**src/rtl/psc_pkg.sv**
```systemverilog
// Shared types and constants for the PID speed controller.
// Used by the other files of the block but psc_checker; depends on nothing.
package psc_pkg;

  // Default width of speed samples and of the setpoint.
  localparam int SPEED_WIDTH_DEF = 16;

  // Fixed field widths.
  localparam int GAIN_W     = 16;
  localparam int PERIOD_W   = 16;
  localparam int DRIVE_W    = 16;
  localparam int REG_IDX_W  = 3;
  localparam int INTEG_W    = 48;
  localparam int INTEG_HALF = 24;
  localparam int DERIV_W    = 32;
  localparam int FRAC_GAIN  = 8;
  localparam int FRAC_TIME  = 16;

  // Register reset values.
  localparam logic [GAIN_W-1:0]   GAIN_RST      = 16'h0000;
  localparam logic [PERIOD_W-1:0] PERIOD_RST    = 16'd66;
  localparam logic [DRIVE_W-1:0]  DRIVE_MIN_RST = 16'h8000;
  localparam logic [DRIVE_W-1:0]  DRIVE_MAX_RST = 16'h7FFF;

  // Configuration register indexes.
  typedef enum logic [REG_IDX_W-1:0] {
    REG_GAIN_P        = 3'd0,
    REG_GAIN_I        = 3'd1,
    REG_GAIN_D        = 3'd2,
    REG_TARGET_SPEED  = 3'd3,
    REG_SAMPLE_PERIOD = 3'd4,
    REG_DRIVE_MIN     = 3'd5,
    REG_DRIVE_MAX     = 3'd6
  } psc_reg_e;

  // Operand pairs of the shared multiplier.
  typedef enum logic [2:0] {
    MUL_ERR_PERIOD,
    MUL_KP,
    MUL_KI_LO,
    MUL_KI_HI,
    MUL_KD
  } mul_sel_e;

  // Commands from the sequencer to the datapath.
  typedef struct packed {
    logic     load;
    logic     div_start;
    mul_sel_e mul_sel;
    logic     int_upd;
    logic     acc_init;
    logic     tmp_load;
    logic     tmp_add;
    logic     acc_add_tmp;
    logic     deriv_load;
    logic     acc_add_prod;
    logic     out_load;
  } psc_cmd_t;

  // Status from the datapath to the sequencer.
  typedef struct packed {
    logic div_busy;
  } psc_status_t;

endpackage

```
**src/rtl/psc_intf.sv**
```systemverilog


interface psc_cfg_if import psc_pkg::*; #(
  parameter int DataWidth = GAIN_W
);
  logic                 valid;
  logic                 ready;
  logic [REG_IDX_W-1:0] index;
  logic [DataWidth-1:0] data;

  modport source (output valid, output index, output data, input ready);
  modport sink   (input valid, input index, input data, output ready);
endinterface

```
**src/rtl/psc_regs.sv**
```systemverilog
// Configuration register file of the PID speed controller.
// Depends on psc_pkg and psc_cfg_if.
module psc_regs import psc_pkg::*; #(
  parameter int SPEED_WIDTH = SPEED_WIDTH_DEF,
  parameter int CFG_WIDTH   = GAIN_W
) (
  input  logic                          clk_i,
  input  logic                          rst_ni,
  psc_cfg_if.sink                       cfg_i,
  output logic signed [GAIN_W-1:0]      gain_p_o,
  output logic signed [GAIN_W-1:0]      gain_i_o,
  output logic signed [GAIN_W-1:0]      gain_d_o,
  output logic signed [SPEED_WIDTH-1:0] target_speed_o,
  output logic [PERIOD_W-1:0]           sample_period_o,
  output logic signed [DRIVE_W-1:0]     drive_min_o,
  output logic signed [DRIVE_W-1:0]     drive_max_o
);

  logic signed [GAIN_W-1:0]      gain_p_q, gain_i_q, gain_d_q;
  logic signed [SPEED_WIDTH-1:0] target_q;
  logic [PERIOD_W-1:0]           period_q;
  logic signed [DRIVE_W-1:0]     dmin_q, dmax_q;
  logic [CFG_WIDTH-1:0]          wdata;

  assign cfg_i.ready = 1'b1;
  assign wdata       = cfg_i.data;

  always_ff @(posedge clk_i or negedge rst_ni) begin
    if (!rst_ni) begin
      gain_p_q <= GAIN_RST;
      gain_i_q <= GAIN_RST;
      gain_d_q <= GAIN_RST;
      target_q <= '0;
      period_q <= PERIOD_RST;
      dmin_q   <= DRIVE_MIN_RST;
      dmax_q   <= DRIVE_MAX_RST;
    end else if (cfg_i.valid && cfg_i.ready) begin
      case (psc_reg_e'(cfg_i.index))
        REG_GAIN_P:        gain_p_q <= wdata[GAIN_W-1:0];
        REG_GAIN_I:        gain_i_q <= wdata[GAIN_W-1:0];
        REG_GAIN_D:        gain_d_q <= wdata[GAIN_W-1:0];
        REG_TARGET_SPEED:  target_q <= wdata[SPEED_WIDTH-1:0];
        REG_SAMPLE_PERIOD: period_q <= wdata[PERIOD_W-1:0];
        REG_DRIVE_MIN:     dmin_q   <= wdata[DRIVE_W-1:0];
        REG_DRIVE_MAX:     dmax_q   <= wdata[DRIVE_W-1:0];
        default: ;  // drop writes past the last register
      endcase
    end
  end

  assign gain_p_o        = gain_p_q;
  assign gain_i_o        = gain_i_q;
  assign gain_d_o        = gain_d_q;
  assign target_speed_o  = target_q;
  assign sample_period_o = period_q;
  assign drive_min_o     = dmin_q;
  assign drive_max_o     = dmax_q;

endmodule

```
**src/flat_wrapper.sv**
```systemverilog
// flat-port wrapper written by rule: the top's interface ports become plain ports
module psc_regs_flat import psc_pkg::*;
#(
  parameter int SPEED_WIDTH = SPEED_WIDTH_DEF,
  parameter int CFG_WIDTH   = GAIN_W
)
  (clk_i, rst_ni, gain_p_o, gain_i_o, gain_d_o, target_speed_o, sample_period_o, drive_min_o, drive_max_o, cfg_i_valid, cfg_i_index, cfg_i_data, cfg_i_ready);
  psc_cfg_if cfg_i_i ();
  input  logic clk_i;
  input  logic rst_ni;
  output logic signed [GAIN_W-1:0] gain_p_o;
  output logic signed [GAIN_W-1:0] gain_i_o;
  output logic signed [GAIN_W-1:0] gain_d_o;
  output logic signed [SPEED_WIDTH-1:0] target_speed_o;
  output logic [PERIOD_W-1:0] sample_period_o;
  output logic signed [DRIVE_W-1:0] drive_min_o;
  output logic signed [DRIVE_W-1:0] drive_max_o;
  input wire logic [$bits(cfg_i_i.valid)-1:0] cfg_i_valid;
  input wire logic [$bits(cfg_i_i.index)-1:0] cfg_i_index;
  input wire logic [$bits(cfg_i_i.data)-1:0] cfg_i_data;
  output wire logic [$bits(cfg_i_i.ready)-1:0] cfg_i_ready;
  assign cfg_i_i.valid = cfg_i_valid;
  assign cfg_i_i.index = cfg_i_index;
  assign cfg_i_i.data = cfg_i_data;
  assign cfg_i_ready = cfg_i_i.ready;
  psc_regs #(.SPEED_WIDTH(SPEED_WIDTH), .CFG_WIDTH(CFG_WIDTH)) u_core (.clk_i(clk_i), .rst_ni(rst_ni), .cfg_i(cfg_i_i), .gain_p_o(gain_p_o), .gain_i_o(gain_i_o), .gain_d_o(gain_d_o), .target_speed_o(target_speed_o), .sample_period_o(sample_period_o), .drive_min_o(drive_min_o), .drive_max_o(drive_max_o));
endmodule
```
**config.mk**
```make
export PLATFORM = sky130hd
export DESIGN_NAME = psc_regs_flat
export DESIGN_NICKNAME = d
export VERILOG_FILES = /design/src/rtl/psc_pkg.sv /design/src/rtl/psc_intf.sv /design/src/rtl/psc_regs.sv /design/src/flat_wrapper.sv
export SDC_FILE = /design/constraint.sdc
export NUM_CORES = 1
export LEC_CHECK = 0
export ABC_AREA = 1
export BUFFER_PORTS_ARGS = -buffer_cell sky130_fd_sc_hd__buf_2
export CAP_MARGIN = 20
export CORE_UTILIZATION = 55
export DETAILED_ROUTE_END_ITERATION = 16
export PLACE_DENSITY = 0.91
export SKIP_CTS_REPAIR_TIMING = 1
export SLEW_MARGIN = 20
export SYNTH_ARGS = -nofsm -noshare
export SYNTH_HDL_FRONTEND = slang
export SYNTH_SLANG_ARGS = --single-unit
```
**constraint.sdc**
```tcl
create_clock -name clk_i -period 1.25 [get_ports clk_i]
set_input_delay 0.3125 -clock clk_i [delete_from_list [all_inputs] [get_ports clk_i]]
set_output_delay 0.3125 -clock clk_i [all_outputs]
set_load 0.01 [all_outputs]
```
== Yosys cells after proc, flatten, opt, wreduce, memory -nomap -nowiden ==
Index checks and enable logic that the tools add are counted.

* Flip-flop bits (word level): 112
* Bits of input ports: 22
* Output and inout port bits: 113

* Equal/unequal tests: 6
* Reduce and logical (&&, ||, !) cells: 8

{| class="wikitable"
|+ Operators by type and width
! cell !! count
|-
| AND reduction 2 bit || 7
|-
| == test 3 bit, second input constant || 3
|-
| == test 3 x 2 -> 1 bit, second input constant || 2
|-
| == test 3 x 1 -> 1 bit, second input constant || 1
|-
| zero test 3 bit || 1
|}

== Depth between registers and ports, before layout ==
Gate-level depths: netlist of the first run.

* Depth after elaboration: 2
* Depth in mapped cells: 6
* Depth with buffers taken out: 5

== Least setup slack after synthesis of the first run ==
No wires, ideal clock.

* Path type: input -> register
* From: in cfg_i_valid
* To: reg u_core.gain_d_q[10] (netlist: u_core.gain_d_o[10])
* Setup time: 0.065 ns
* Arrival: 1.083 ns
* Required time: 1.185 ns
* Setup slack: 0.102 ns
* Stages: 6
* Buffers on the path: 2
* Cells stage by stage: inv_1 nor2_4 buf_2 buf_2 nand3_1 nand2_1

* Longest elaborated chain between the ends: 1

{| class="wikitable"
|+ Ends and longest elaborated chain
! item !! RTL line !! RTL
|-
| from (decl) || flat_wrapper.sv:18 || <nowiki>input wire logic [$bits(cfg_i_i.valid)-1:0] cfg_i_valid;</nowiki>
|-
| AND reduction 2 bit (no source line) || -- ||
|-
| to (signal assigned) || psc_regs.sv:41 || <nowiki>REG_GAIN_D: gain_d_q <= wdata[GAIN_W-1:0];</nowiki>
|-
| to (decl) || psc_regs.sv:19 || <nowiki>logic signed [GAIN_W-1:0] gain_p_q, gain_i_q, gain_d_q;</nowiki>
|}

Every way passes these cells.
A chain may end at the register's enable or synchronous reset.

== Worst setup path in the final report of the first run ==
* From: reg u_core.dmax_q[0] (netlist: u_core.drive_max_o[0])
* To: out drive_max_o[0]

{| class="wikitable"
|+ RTL lines
! item !! RTL line !! RTL
|-
| from (decl) || psc_regs.sv:22 || <nowiki>logic signed [DRIVE_W-1:0] dmin_q, dmax_q;</nowiki>
|-
| from (signal assigned) || psc_regs.sv:45 || <nowiki>REG_DRIVE_MAX: dmax_q <= wdata[DRIVE_W-1:0];</nowiki>
|-
| to (decl) || flat_wrapper.sv:17 || <nowiki>output logic signed [DRIVE_W-1:0] drive_max_o;</nowiki>
|}

No word-level cell between the ends.

==> results of run 1 <==
-- metal layers --
metal	up-vias	share of wire	global-route usage	wire length [um]
met5	-	0	0	0
li1	1860	-	-	-
met2	202	0.51	0.490	6550
met4	0	0.023	0.101	299
met3	25	0.073	0.0632	939
met1	1975	0.40	0.406	5150
-- through the flow --
step | hold WS (ps) | TNS, ps | util
after floorplan | 16.9 | 0 | -
after global placement | 207 | 0 | 0.689
after detailed placement | 211 | -1740 | 0.689
after CTS | -191 | -1790 | 0.714
after global routing | 237 | -2120 | 0.746
final | 227 | -1320 | 0.746
-- where the power goes --
part / internal (uW) / switching [uW] / leakage (uW)
sequential: 4380 / 450 / 0.00137
combinational: 1090 / 1330 / 0.00190
clock: 982 / 1180 / 0.0000993
total: 6450 / 2960 / 0.00337
-- synthesized netlist by cell type --
library cell / n
nand2_1: 278
dfrtp_1: 94
nand3_1: 64
dfstp_2: 18
buf_2: 8
buf_4: 7
buf_6: 6
nand2_4: 4
inv_1: 3
inv_2: 3
nor2_2: 3
nand2_2: 2
nor2_4: 2
nor2_8: 2
clkbuf_1: 1
conb_1: 1
-- final timing paths --
check | cells past startpoint | startpoint | to | slack [ps]
max | 1 | u_core.drive_max_o[0]$_DFFE_PN1P_ | drive_max_o[0] | -100
min | 3 | cfg_i_data[4] | u_core.drive_max_o[4]$_DFFE_PN1P_ | 230
max in group asynchronous | 3 | rst_ni | u_core.sample_period_o[6]$_DFFE_PN1P_ | 340
min reg2reg | 2 | u_core.sample_period_o[5]$_DFFE_PN0P_ | u_core.sample_period_o[5]$_DFFE_PN0P_ | 470
max reg2reg | 3 | u_core.drive_max_o[12]$_DFFE_PN1P_ | u_core.drive_max_o[12]$_DFFE_PN1P_ | 410
min in group asynchronous | 2 | rst_ni | u_core.sample_period_o[2]$_DFFE_PN0P_ | 360
-- registers in the layout, summed over array words and instances (netlist names) --
register,flops
u_core.drive_min_o,16
u_core.gain_i_o,16
u_core.gain_d_o,16
u_core.sample_period_o,16
u_core.gain_p_o,16
u_core.drive_max_o,16
u_core.target_speed_o,16
-- cell type report --
type,instances,share of cell area
clock buffers,11,0.0242
clock inverters,5,0.00962
inverters,6,0.00385
multi-input cells,356,0.257
flip-flops and latches,112,0.483
well taps,102,0.0218
repair buffers,171,0.201
-- cell families (layout without fill, tap and decap cells) --
kind of cell           after synthesis  count (layout)  share of synthesized area
buffers and inverters               28             193                     0.0413
AND/OR/NAND/NOR                    355             355                      0.333
other                                1               1                   0.000830
flip-flops                         112             112                      0.625
-- cells in the final DEF (no fill, tap or decap), types with 2 or more instances in the layout --
master / instances
nor2_8: 2
nor2_2: 3
clkinv_2: 2
nand2_4: 4
buf_6: 23
inv_2: 3
dfrtp_1: 94
inv_1: 3
nor2_4: 2
nand2_1: 278
buf_2: 109
nand3_1: 64
clkbuf_8: 10
dfstp_2: 18
buf_12: 6
nand2_2: 2
buf_4: 32
==> metrics.md, run 1 <==
| Metric | Value |
|---|---|
| Max Freq | 0.739 GHz |
| Max cap viols | 0 |
| Setup crit end kind | output port |
| Worst setup margin | -102 ps |
| Remaining global-route overflow | 0 |
| Layout filler cell count | 569 |
| Pleak | 0.00337 uW |
| Share of layout cells above drive strength 1 | 0.331 |
| Die W | 92.6 um |
| Synthesized flop and latch total | 112 |
| Clock skew | 0 ps |
| Initial Util | 0.576 |
| Reg clk slew, reported paths | 100 ps |
| Failing checks | negative setup slack |
| Sequential cell area fraction in the yosys report | 0.625 |
| Initial DRC count | 360 |
| Startpoint types | flop |
| Core Box Area | 7850 um2 |
| Via count | 4062 |
| Avg Vias per Cell | 5.32 |
| Worst-case clock buffer depth | 2 |
| Wire per inst | 17.0 um |
| Largest net degree at the start of global routing | 35 |
| Std-Cell Rows | 32 |
| First-pass GRT wire length | 19.5 mm |
| Cell Pwr Density | 1610 nW/um2 |
| Crit path buf inv count | 1 |
| Most area-hungry cell type in the Yosys netlist | dfrtp_1 |
| Clock Sinks | 112 |
| Post-DRT Antenna Nets | 0 |
| Initial antenna violation count | 0 |
| TritonCTS Buffers | 9 |
| Layout Nets | 678 |
| Outcome | finished, violations left |
| Post-route cell area | 5850 um2 |
| Setup CP Type | flop to output port |
| Post-synth cell types | 16 |
| Min Tclk post-route | 1350 ps |
| Cell Area, Synth | 4520 um2 |
| Port Buffers | 133 |
| P&R area growth vs syn | 29.6% |
| Pre-CTS setup slack | -76.0 ps |
| Worst path max stage delay | 570 ps |
| Final Total Pwr | 9410 uW |
| Synth Area per Inst | 9.11 um2 |
| Die ar. | 8580 um2 |
| CP top delay family | flip-flops |
| Detailed Place HPWL | 8.67 mm |
| Number of remaining DRC errors | 0 |
| Crit path required time | 940 ps |
| I/O Pins | 135 |
| Ant diodes | 0 |
| Synth Instances | 496 |
| TritonCTS clock tree | done |
| Vias in the first global route | 3868 |
| Crit path cell chain | buf_6 |
| Die Y | 92.6 um |
| Fin. max-slew vios | 0 |
| Register Area | 2830 um2 |
| CP Max Fanout | 2 |
| RSZ-0062 raised after global routing | true |
| Yosys warns | 0 |
| Dpl cells | 733 |
| Final std cells w/o fill | 763 |
| Worst IR drop on VDD | 0.868 mV |
| All-Layer GR Usage | 0.301 |
| Final Setup Violations | 19 |
| Root Driver | clkbuf_8 |
| Htree depth | 3 |
| GPL Wtd Cong | 0.787 |
| Critical-path top delay cell | dfstp_2 |
| First-pass iteration count of the detailed router | 5 |
| Arrival @ worst endpoint | 1040 ps |
| Hold Crit Class | primary input to flop |
| Top post-synthesis cells by area | dfrtp_1, nand2_1, dfstp_2 |
| Footprint of the multi-input gates | 1510 um2 |
| Final wirelength | 12.9 mm |
| Clock latency on the worst-skew pair | 360 ps |
| Hold Vio Cnt, Final | 0 |
| Post-synth top area share | 0.521 |
| Area post-placement | 5410 um2 |
| Period utilisation layout | 1.08 |
| Syn_nets | 518 |
Power figures use the tool's default switching activity.
==> inputs of run 2 (changes only) <==
--- a/config.mk
+++ b/config.mk
@@ -8,7 +8,9 @@
 export ABC_AREA = 1
 export BUFFER_PORTS_ARGS = -buffer_cell sky130_fd_sc_hd__buf_2
 export CAP_MARGIN = 20
+export CORE_MARGIN = 2
 export CORE_UTILIZATION = 55
+export CTS_CLUSTER_SIZE = 24
 export DETAILED_ROUTE_END_ITERATION = 16
 export PLACE_DENSITY = 0.91
 export SKIP_CTS_REPAIR_TIMING = 1
==> constraint.sdc (replaced) <==
create_clock -name clk_i -period 1.25 [get_ports clk_i]
set_input_delay 0.1875 -clock clk_i [delete_from_list [all_inputs] [get_ports clk_i]]
set_output_delay 0.1875 -clock clk_i [all_outputs]
set_load 0.01 [all_outputs]
==> metrics.md, run 2 (synthesized netlist as in run 1, its figures left out) <==
| Metric | Value |
|---|---|
| Reg clk slew, reported paths | 100 ps (about the same) |
| Switching share of total power | 0.323 (+0.00871) |
| TritonCTS Buffers | 9 (unchanged) |
| P&R area growth vs syn | 24.0% |
| CP top delay family | flip-flops |
| Fin. max-slew vios | 0 (unchanged) |
| Post-DRT Antenna Nets | 0 (unchanged) |
| Clock skew | 0 ps (unchanged) |
| First-pass GRT wire length | 19.2 mm (-1.6%) |
| Clock Power Share | 0.220 (-0.010) |
| Root Driver | clkbuf_8 |
| Worst-case clock buffer depth | 2 (unchanged) |
| Dpl cells | 727 (-0.82%) |
| Post-route cell area | 5600 um2 (-4.3%) |
| Vias in the first global route | 3713 (-4.0%) |
| Internal power | 6070 uW (-5.9%) |
| Arrival @ worst endpoint | 1030 ps (about the same) |
| Initial antenna violation count | 0 (unchanged) |
| Clock latency on the worst-skew pair | 360 ps (about the same) |
| Crit path cell chain | buf_2 |
| Largest net degree at the start of global routing | 49 (+40%) |
| Period utilisation layout | 0.974 (-0.108) |
| Setup CP Type | flop to output port |
| Die W | 94.6 um (+2.2%) |
| Final Setup Violations | 0 (-19) |
| Critical-path top delay cell | dfstp_2 |
| Commonest non-fill, non-tap cells in the layout | nand2_1, buf_2, dfrtp_1 |
| Crit path required time | 1060 ps (+120 ps) |
| TritonCTS clock tree | done |
| First-pass iteration count of the detailed router | 5 (unchanged) |
| Die Y | 94.6 um (+2.2%) |
| Wire per inst | 16.5 um (-2.4%) |
| Worst path max stage delay | 550 ps (-20 ps) |
| CP Max Fanout | 2 (unchanged) |
| RSZ-0062 raised after global routing | true |
| Flop pwr share | 0.536 (+0.023) |
| I/O Pins | 135 (unchanged) |
| Initial Util | 0.558 (-0.0174) |
| Logic gate share of total power | 0.244 (-0.013) |
| GPL Wtd Cong | 0.875 (+11%) |
| Final wirelength | 12.3 mm (-4.7%) |
| Port Buffers | 133 (unchanged) |
| Crit path buf inv count | 1 (unchanged) |
| Hold Crit Class | primary input to flop |
| Ant diodes | 0 (unchanged) |
| Initial DRC count | 268 (-26%) |
| Remaining global-route overflow | 0 (unchanged) |
| Layout Nets | 657 (-3.1%) |
| Crit path launch | u_core.drive_max_o[4]$_DFFE_PN1P_ |
| Worst IR drop on VDD | 0.795 mV (-8.4%) |
| Htree depth | 3 (unchanged) |
| Area post-placement | 5330 um2 (-1.4%) |
| Min Tclk post-route | 1220 ps (-135 ps) |
| Clock Sinks | 112 (unchanged) |
| Pleak | 0.00323 uW (-4.1%) |
| Most common cell after layout, fill and taps aside | nand2_1 |
| Startpoint types | flop |
| Sw Pwr | 2900 uW (-2.0%) |
| Via count | 4019 (-1.1%) |
| Avg Vias per Cell | 5.39 (+1.3%) |
| Reg2Reg Launch Point | u_core.drive_max_o[12]$_DFFE_PN1P_ |
| Hold_sp | cfg_i_data[4] |
| Max Freq | 0.821 GHz (+11%) |
| Setup crit end kind | output port |
| Outcome | complete, no violations |
| Final std cells w/o fill | 745 (-2.4%) |
| Share of layout cells above drive strength 1 | 0.311 (-0.0204) |
| Detailed Place HPWL | 8.78 mm (+1.2%) |
| All-Layer GR Usage | 0.285 (-0.0161) |
| Hold Vio Cnt, Final | 0 (unchanged) |
| Die ar. | 8960 um2 (+4.4%) |
| Cell Pwr Density | 1600 nW/um2 (-0.40%) |
| Std-Cell Rows | 33 (+3.1%) |
| Core Box Area | 8090 um2 (+3.1%) |
| Max cap viols | 0 (unchanged) |
| Number of remaining DRC errors | 0 (unchanged) |
run 2: changes by cell type in the layout (fill, tap and decap cells not counted), sizes merged:
cell      before  now
bufinv         1    0
buf          170  149
clkinvlp       1    3
clkbuf        11   10
run 2: final cells by class:
| class | count | area, um2 |
|---|---|---|
| sequential | 112 | 2830 |
| fill | 642 | 2490 |
| multi-input combinational | 356 | 1510 |
| timing repair buffer | 150 | 936 |
| clock buffer | 10 | 138 |
| tap | 105 | 131 |
| clock inverter | 6 | 45.0 |
| inverter | 6 | 22.5 |
run 2: worst paths after layout:
check                                                          end  slack [ps]  cells after the start
worst max register to register  u_core.drive_max_o[12]$_DFFE_PN1P_         440                      3
min in group asynchronous       u_core.drive_max_o[15]$_DFFE_PN0P_         250                      2
worst max-delay path                                drive_max_o[4]          30                      1
max in group asynchronous       u_core.drive_max_o[12]$_DFFE_PN1P_         410                      3
worst min register to register   u_core.drive_max_o[1]$_DFFE_PN1P_         470                      2
worst min-delay path             u_core.drive_max_o[4]$_DFFE_PN1P_         110                      3
run 2: routing by layer:
metal / track usage / part of all wire
met5: 0 / 0
met4: 0.103 / 0.023
met3: 0.0630 / 0.095
met2: 0.437 / 0.47
met1: 0.404 / 0.42
run 2: through the flow:
stage                     TNS, ps  setup WS [ps]  total power [uW]  utilization  hold slack, ps
after floorplan                 0            227              5800            -            -108
after global placement          0            123              6830        0.658            90.1
after detailed placement        0           39.6              6940        0.658            96.4
after CTS                   -1.20          -1.20              8910        0.681            -312
after global routing        -17.3          -8.87              9480        0.692            97.6
final                           0           32.1              8970        0.692             108
run 2: power by group through the flow:
| stage | logic [uW] | clock network [uW] | registers, uW |
|---|---|---|---|
| 4_1_cts | 2110 | 2020 | 4780 |
| 2_1_floorplan | 672 | 0 | 5120 |
| 3_5_place_dp | 2110 | 0 | 4830 |
| 3_3_place_gp | 2020 | 0 | 4810 |
| 5_1_grt | 2430 | 2180 | 4880 |
| 6_report | 2190 | 1980 | 4810 |
==> inputs of run 3 (changes only) <==
--- a/config.mk
+++ b/config.mk
@@ -12,7 +12,7 @@
 export CORE_UTILIZATION = 55
 export CTS_CLUSTER_SIZE = 24
 export DETAILED_ROUTE_END_ITERATION = 16
-export PLACE_DENSITY = 0.91
+export PLACE_DENSITY = 0.84
 export SKIP_CTS_REPAIR_TIMING = 1
 export SLEW_MARGIN = 20
 export SYNTH_ARGS = -nofsm -noshare
==> metrics.md, run 3 (synthesized netlist as in run 1, its figures left out) <==
| Metric | Value |
|---|---|
| Hold Path Sink | u_core.drive_max_o[11]$_DFFE_PN1P_ |
| Commonest non-fill, non-tap cells in the layout | nand2_1, buf_2, dfrtp_1 |
| Cell Pwr Density | 1600 nW/um2 (-0.22%) |
| Crit path buf inv count | 1 (unchanged) |
| Wire per inst | 16.1 um (-2.6%) |
| Worst path max stage delay | 570 ps (+20 ps) |
| First-pass iteration count of the detailed router | 4 (-1) |
| RSZ-0062 raised after global routing | true |
| TritonCTS clock tree | done |
| Final Setup Violations | 0 (unchanged) |
| Via count | 3969 (-1.2%) |
| Final wirelength | 12.1 mm (-1.9%) |
| Die ar. | 8960 um2 (unchanged) |
| Worst setup margin | 14.2 ps (-17.9 ps) |
| Outcome | complete, no violations |
| CP Max Fanout | 2 (unchanged) |
| Die W | 94.6 um (unchanged) |
| Min Tclk post-route | 1240 ps (+17.9 ps) |
| Hold Vio Cnt, Final | 0 (unchanged) |
| I/O Pins | 135 (unchanged) |
| Clock Sinks | 112 (unchanged) |
| Worst IR drop on VDD | 0.679 mV (-15%) |
| Most common cell after layout, fill and taps aside | nand2_1 |
| Htree depth | 3 (unchanged) |
| Std-Cell Rows | 33 (unchanged) |
| Clock latency on the worst-skew pair | 380 ps (+20 ps) |
| Worst-case clock buffer depth | 2 (unchanged) |
| Port Buffers | 133 (unchanged) |
| CP top delay family | flip-flops |
| Final setup TNS | 0 ps (unchanged) |
| All-Layer GR Usage | 0.281 (-0.00403) |
| Crit path required time | 1060 ps (about the same) |
| Layout Nets | 662 (+0.76%) |
| Avg Vias per Cell | 5.29 (-1.9%) |
| Remaining global-route overflow | 0 (unchanged) |
| Clock skew | 0 ps (unchanged) |
| Initial DRC count | 258 (-3.7%) |
| Startpoint types | flop |
| Hold Crit Class | primary input to flop |
| Crit path depth | 1 (unchanged) |
| Initial antenna violation count | 0 (unchanged) |
| Largest net degree at the start of global routing | 58 (+18%) |
| Critical-path top delay cell | dfstp_2 |
| TritonCTS Buffers | 9 (unchanged) |
| Detailed Place HPWL | 8.53 mm (-2.8%) |
| Pre-CTS setup slack | -6.58 ps (-46.2 ps) |
| Max Freq | 0.809 GHz (-1.4%) |
| Reg2Reg Depth | 3 (unchanged) |
| Crit path cell chain | buf_6 |
| Pleak | 0.00325 uW (+0.64%) |
| P&R area growth vs syn | 25.2% |
| GPL Wtd Cong | 0.808 (-7.7%) |
| Reg clk slew, reported paths | 90 ps (about the same) |
| First-pass GRT wire length | 18.8 mm (-2.0%) |
| Setup crit end kind | output port |
| Vias in the first global route | 3673 (-1.1%) |
| Hold_sp | cfg_i_data[11] |
| Root Driver | clkbuf_8 |
| Die Y | 94.6 um (unchanged) |
| Fin. max-slew vios | 0 (unchanged) |
| Share of layout cells above drive strength 1 | 0.313 (+0.00224) |
| Setup CP Type | flop to output port |
| Ant diodes | 0 (unchanged) |
| R2r setup slk | 420 ps (-20 ps) |
| Period utilisation layout | 0.989 (+0.0143) |
| Core Box Area | 8090 um2 (unchanged) |
| Arrival @ worst endpoint | 1050 ps (+20 ps) |
| Number of remaining DRC errors | 0 (unchanged) |
| Max cap viols | 0 (unchanged) |
| Reg2Reg Launch Point | u_core.drive_max_o[10]$_DFFE_PN1P_ |
| Post-DRT Antenna Nets | 0 (unchanged) |
| Initial Util | 0.558 (unchanged) |
| R2R Path End | u_core.drive_max_o[10]$_DFFE_PN1P_ |
| Hold Path Stages | 3 (unchanged) |
run 3: how the worst max path moves through the flow:
stage	startpoint	endpoint	slack, ps
floorplan	cfg_i_valid	u_core.gain_d_o[10]$_DFFE_PN0P_	230
global placement	cfg_i_valid	u_core.gain_d_o[4]$_DFFE_PN0P_	60
CTS	u_core.drive_max_o[0]$_DFFE_PN1P_	drive_max_o[0]	-10
global route	u_core.drive_max_o[11]$_DFFE_PN1P_	drive_max_o[11]	-5
finish	u_core.drive_max_o[11]$_DFFE_PN1P_	drive_max_o[11]	10
detailed placement	cfg_i_valid	u_core.gain_d_o[1]$_DFFE_PN0P_	-7
run 3: power breakdown:
part | internal (uW) | switching (uW) | leakage, uW | total [uW]
Clock | 782 | 1210 | 0.0000748 | 1990
Combinational | 960 | 1290 | 0.00181 | 2250
Sequential | 4380 | 416 | 0.00137 | 4800
Total | 6120 | 2910 | 0.00325 | 9030
run 3: routing by layer:
layer / vias up / GRT usage / share of wire
li1: 1826 / - / -
met1: 1930 / 0.390 / 0.42
met2: 196 / 0.436 / 0.47
met3: 17 / 0.0654 / 0.092
met4: 0 / 0.106 / 0.016
met5: - / 0 / 0
run 3: metrics by stage:
stage	util	hold WS [ps]	cell area [um2]	total power, uW	std cells
after global placement	0.660	-4.70	5340	6840	729
after floorplan	-	-108	4520	5800	496
after CTS	0.682	-411	5520	8910	745
after detailed placement	0.660	-3.85	5340	6940	729
after global routing	0.699	96.4	5660	9510	750
final	0.699	78.9	5660	9030	750
run 3: cell type report:
class | instances | area, um2
timing repair buffer | 155 | 995
clock buffer | 12 | 145
tap | 105 | 131
multi-input combinational | 356 | 1510
clock inverter | 4 | 30.0
sequential | 112 | 2830
fill | 648 | 2440
inverter | 6 | 22.5
run 3: worst reg2reg max path: cells and delay by family, from the launching register on:
family                 cells  cell delay [ps]
and+or+nand+nor            2              110
DFF                        1              560
buffers and inverters      1              110
